## config.mk

```make
export PLATFORM = sky130hd
export DESIGN_NAME = pfd_scaled_mul
export DESIGN_NICKNAME = d
export VERILOG_FILES = /design/src/rtl/assert_macros.svh /design/src/rtl/pfd_pkg.sv /design/src/rtl/pfd_scaled_mul.sv
export SDC_FILE = /design/constraint.sdc
export NUM_CORES = 2
export LEC_CHECK = 0
export CAP_MARGIN = 20
export CORE_UTILIZATION = 55
export DETAILED_ROUTE_END_ITERATION = 8
export DONT_BUFFER_PORTS = 1
export GPL_TIMING_DRIVEN = 0
export PLACE_DENSITY = 0.79
export SYNTH_ARGS = -nofsm -noshare
export SYNTH_HDL_FRONTEND = slang
export SYNTH_SLANG_ARGS = --single-unit
export TNS_END_PERCENT = 1
```

## constraint.sdc

```tcl
create_clock -name vclk -period 17.5
set_input_delay 1.75 -clock vclk [all_inputs]
set_output_delay 1.75 -clock vclk [all_outputs]
set_load 0.005 [all_outputs]
```

## src/rtl/assert_macros.svh

```systemverilog
// Assertion macros used by the top-level regulator RTL file.
`ifndef ASSERT_MACROS_SVH
`define ASSERT_MACROS_SVH

// Checked on every rising edge of aclk while aresetn is high.
`define PFD_ASSERT(lbl, prop, msg) \
    lbl: assert property (@(posedge aclk) disable iff (!aresetn) prop) else $error(msg);

// Checked on every rising edge of aclk, reset included.
`define PFD_ASSERT_ALWAYS(lbl, prop, msg) \
    lbl: assert property (@(posedge aclk) prop) else $error(msg);

`endif

```

## src/rtl/pfd_pkg.sv

```systemverilog
package pfd_pkg;

    localparam int GAIN_W             = 32;
    localparam int POLE_W             = 25;
    localparam int ACC_W              = 48;
    localparam int CFG_ADDR_W         = 4;
    localparam int CFG_DATA_W         = 32;
    localparam int GAIN_FRAC_BITS_DEF = 24;
    localparam int SAMPLE_WIDTH_DEF   = 32;

    localparam logic OP_REGULATE    = 1'b0;
    localparam logic OP_CLEAR       = 1'b1;
    localparam logic KIND_DRIVE     = 1'b0;
    localparam logic KIND_CLEAR_ACK = 1'b1;

    localparam logic [1:0] REG_PROP_GAIN     = 2'd0;
    localparam logic [1:0] REG_INTEGRAL_GAIN = 2'd1;
    localparam logic [1:0] REG_DERIV_POLE    = 2'd2;
    localparam logic [1:0] REG_DERIV_GAIN    = 2'd3;

    typedef logic signed [ACC_W-1:0] acc_t;

endpackage

```

## src/rtl/pfd_scaled_mul.sv

```systemverilog
module pfd_scaled_mul import pfd_pkg::*; #(
    parameter int A_W  = GAIN_W,
    parameter int B_W  = ACC_W,
    parameter int FRAC = GAIN_FRAC_BITS_DEF
) (
    input  logic signed [A_W-1:0] a,
    input  logic signed [B_W-1:0] b,
    output acc_t                  q,
    output logic                  sat
);

    localparam int PROD_W = A_W + B_W;
    localparam int EXT_W  = (PROD_W > ACC_W) ? PROD_W : ACC_W + 1;

    logic signed [PROD_W-1:0]      prod;
    logic signed [EXT_W-1:0]       prod_ext;
    logic signed [EXT_W-1:0]       shifted;
    logic        [EXT_W-ACC_W:0]   hi_bits;

    // The arithmetic shift rounds toward minus infinity.
    assign prod     = a * b;
    assign prod_ext = EXT_W'(prod);
    assign shifted  = prod_ext >>> FRAC;
    assign hi_bits  = shifted[EXT_W-1:ACC_W-1];
    assign sat      = !((&hi_bits) || !(|hi_bits));

    always_comb begin
        if (!sat) begin
            q = shifted[ACC_W-1:0];
        end else if (shifted[EXT_W-1]) begin
            q = {1'b1, {(ACC_W-1){1'b0}}};
        end else begin
            q = {1'b0, {(ACC_W-1){1'b1}}};
        end
    end

endmodule

```

== Yosys cells after proc, flatten, opt, wreduce, memory -nomap -nowiden ==
Cells that the tools add are included.

* Word-level logic and storage cells: 8
* Register bits after elaboration: 0

* Reductions and logical operators: 5
* $mul: 1
* Mux-type cells: 2

{| class="wikitable"
|+ Operators by type and width
! cell !! number
|-
| $mux W48 || 2
|-
| $mul A32 B48 Y80 || 1
|-
| $reduce_and A9 Y1 || 1
|-
| $reduce_or A9 Y1 || 1
|-
| $logic_not A1 Y1 || 2
|-
| $logic_or A1 B1 Y1 || 1
|}

== Depth between registers and ports, before layout ==
* Depth after elaboration: 5
* Mapped depth: 32
* Depth with buffers taken out: 28

== Least setup slack after synthesis ==
OpenSTA, ideal clock, no wires.

* Kind: input to output
* Start point: in b[47]
* End point: out q[10]
* Path buffers: 4
* Setup slack: 5.625 ns
* Arrival time: 10.125 ns
* Stages on the path: 29
* Cells stage by stage: clkbuf_1 > nand2_1 > inv_1 > fa_1 > fa_1 > fa_1 > fa_1 > inv_1 > fa_1 > inv_1 > fa_1 > inv_1 > fa_1 > inv_1 > fa_1 > ha_1 > clkbuf_2 > nand4_1 > nor2_1 > nand4_1 > or4_1 > o22ai_1 > o211a_1 > a211oi_2 > or4b_4 > o21bai_4 > buf_12 > buf_12 > a21oi_2

* Longest elaborated chain between the ends: 5

{| class="wikitable"
|+ Ends and longest elaborated chain
! what !! line !! text
|-
| from (decl) || pfd_scaled_mul.sv:7 || <nowiki>input logic signed [B_W-1:0] b,</nowiki>
|-
| $mul A32 B48 Y80 * || pfd_scaled_mul.sv:21 || <nowiki>assign prod = a * b;</nowiki>
|-
| $reduce_or A9 Y1 || pfd_scaled_mul.sv:25 || <nowiki>assign sat = !((&hi_bits) || !(|hi_bits));</nowiki>
|-
| $logic_not A1 Y1 || pfd_scaled_mul.sv:25 ||
|-
| $logic_or A1 B1 Y1 || pfd_scaled_mul.sv:25 ||
|-
| $mux W48 * || pfd_scaled_mul.sv:28 || <nowiki>if (!sat) begin</nowiki>
|-
| to (decl) || pfd_scaled_mul.sv:8 || <nowiki>output acc_t q,</nowiki>
|}

Mark *: on every way between the ends. The rest lies on a longest branch, timed or not.

== Worst setup path after layout ==
* Start point: in a[5]
* End point: out q[43]

* Longest elaborated chain between the ends: 5

{| class="wikitable"
|+ Ends and longest elaborated chain
! what !! line !! text
|-
| from (decl) || pfd_scaled_mul.sv:6 || <nowiki>input logic signed [A_W-1:0] a,</nowiki>
|-
| $mul A32 B48 Y80 * || pfd_scaled_mul.sv:21 ||
|-
| $reduce_or A9 Y1 || pfd_scaled_mul.sv:25 ||
|-
| $logic_not A1 Y1 || pfd_scaled_mul.sv:25 ||
|-
| $logic_or A1 B1 Y1 || pfd_scaled_mul.sv:25 ||
|-
| $mux W48 * || pfd_scaled_mul.sv:28 ||
|}

Marks and branches as above.

==> impl_metrics.env <==
export IMPL_outcome="complete, no violations"
export IMPL_critPathTopFamily="adder cells"
export IMPL_antenna_found_initial=41
export IMPL_holdCritPathClass="in2out"
export IMPL_synth_compound_area_frac=0.0431
export IMPL_most_common_layout_cells="fa_1 (1561), inv_1 (1427), nand2_1 (1070), and2_1 (524), clkbuf_1 (298)"
export IMPL_finalWirelength_um=218000
export IMPL_yosys_warnings=0
export IMPL_grt_pass1_wl_um=310000
export IMPL_cp_end_kind="output port"
export IMPL_cp_required_ps=15750
export IMPL_maxCapViolCount=0
export IMPL_numPortBuffers=0
export IMPL_timing_fmax_mhz=70.1
export IMPL_hold_depth=7
export IMPL_dp_hpwl_um=185000
export IMPL_post_route_cells_drive_above_1_share=0.0240
export IMPL_start_util=0.559
export IMPL_setup_viol=0
export IMPL_ant_nets=0
export IMPL_slowest_delay_ps=1070
export IMPL_slowest_stage="fa_1"
export IMPL_avgRoutedWirePerCell_um=30.6
export IMPL_ys_seq_area_frac=0
export IMPL_area_growth_pct=4.32
export IMPL_firstDrtPassIters=7
export IMPL_synthAdderAreaFrac=0.647
export IMPL_design_core_area_sq_mm=0.0937
export IMPL_synth_top_family_by_area="adder cells"
export IMPL_grt_pass1_vias=44800
export IMPL_die_h_um=311
export IMPL_postSynthCellCount=5796
export IMPL_synthMuxAreaShare=0.000215
export IMPL_yosys_area_share_xor_xnor=0.0110
export IMPL_place_congestion=1.09
export IMPL_n_fill_cell=8409
export IMPL_worst_pin_slew_ps=1310
export IMPL_crit_type="in2out"
export IMPL_min_from="b[0]"
export IMPL_io_pins=129
export IMPL_postCtsHoldBufs=0
export IMPL_tns_ps=0
export IMPL_grtUsageTotal=0.459
export IMPL_synthSimpleGateAreaFrac=0.164
export IMPL_dieArea_sq_mm=0.0965
export IMPL_grt_max_degree=16
export IMPL_final_nets=7690
export IMPL_worstPathArrival_ps=12510
export IMPL_n_sequential_cell=0
export IMPL_syn_avg_cell_area_sq_um=9.04
export IMPL_num_vias=42600
export IMPL_min_period_ps=14260
export IMPL_routed_via_density=5.99
export IMPL_drv_slew=0
export IMPL_postCtsSetupBuffers=0
export IMPL_drtIter0Drc=4998
export IMPL_hold_end="q[0]"
export IMPL_worstPathMaxFanout=11
export IMPL_fp_dieW_um=311
export IMPL_clock_buffers=0
export IMPL_grt_remaining_overflow=0
export IMPL_worst_path_most_repeated_cell="fa_1"
export IMPL_hold_viol_final=0
export IMPL_cts_resized=0
export IMPL_yosysUniqueCellTypes=79
export IMPL_final_common_cell="fa_1"
export IMPL_finalCritPeriodShare=0.815
export IMPL_cp_start_kind="input port"
export IMPL_row_count=112
export IMPL_synth_nets=7649
export IMPL_synth_area_sq_mm=0.0524
export IMPL_rsz0062_at_grt="false"
export IMPL_path_buf_inv=10
export IMPL_route_detailed_drc=0
export IMPL_seqCellArea_sq_um=0
export IMPL_timing_slew_headroom=0.124
-- per-layer routing --
metal  global-route usage  routed length, um  up-vias
met5                    0                117        -
li1                     -                  -    16600
met1                0.549              71300    21800
met4                0.396              23900       14
met2                0.667              92500     3214
met3                0.153              29700      948
-- Yosys cell counts (18+ instances only) --
cell type | instances | area share
ha_1 | 212 | 0.051
and2_1 | 524 | 0.063
a21oi_2 | 36 | 0.0060
xnor2_1 | 42 | 0.0070
nor2_1 | 97 | 0.0070
nor3_1 | 19 | 0.0018
nand2_1 | 1070 | 0.077
nand3_1 | 18 | 0.0017
inv_1 | 1427 | 0.10
clkbuf_1 | 298 | 0.021
xor2_1 | 24 | 0.0040
fa_1 | 1561 | 0.60
o21ai_0 | 76 | 0.0073
nand4_1 | 40 | 0.0048
a21oi_1 | 112 | 0.011
-- final cells by class --
cell class | count | area (sq um) | share of cell area
plain buffers | 357 | 1680 | 0.0308
repair buffers | 39 | 642 | 0.0117
well taps | 1254 | 1570 | 0.0287
inverters | 1427 | 5360 | 0.0980
diodes | 21 | 52.6 | 0.000962
multi-input cells | 4012 | 45300 | 0.830
-- through the flow --
step | cell area (sq um) | setup WS, ps | instances | hold WS [ps] | utilization
finish | 54600 | 3240 | 7110 | 4330 | 0.583
detailed placement | 54400 | 3400 | 7077 | 4330 | 0.580
CTS | 54400 | 3370 | 7077 | 4330 | 0.580
global placement | 53900 | 3080 | 7050 | 4310 | 0.575
global route | 54600 | 2930 | 7091 | 4420 | 0.582
floorplan | 52400 | 5630 | 5796 | 4180 | -
-- how the worst max path moves through the flow --
| stage | slack (ps) | start | cells past startpoint | endpoint |
|---|---|---|---|---|
| 6_report | 3240 | a[5] | 30 | q[43] |
| 5_1_grt | 2930 | a[5] | 30 | q[43] |
| 4_1_cts | 3370 | b[47] | 29 | q[42] |
| 3_5_place_dp | 3400 | b[47] | 29 | q[42] |
| 3_3_place_gp | 3080 | a[5] | 29 | q[13] |
| 2_1_floorplan | 5630 | b[47] | 29 | q[10] |
-- kinds of logic after synthesis --
group                    after synthesis
AND/OR/NAND/NOR                     1832
buffers and inverters               1784
multiplexers                           1
AO/OA/AOI/OAI                        340
adder cells (fa/ha/maj)             1773
XOR/XNOR                              66
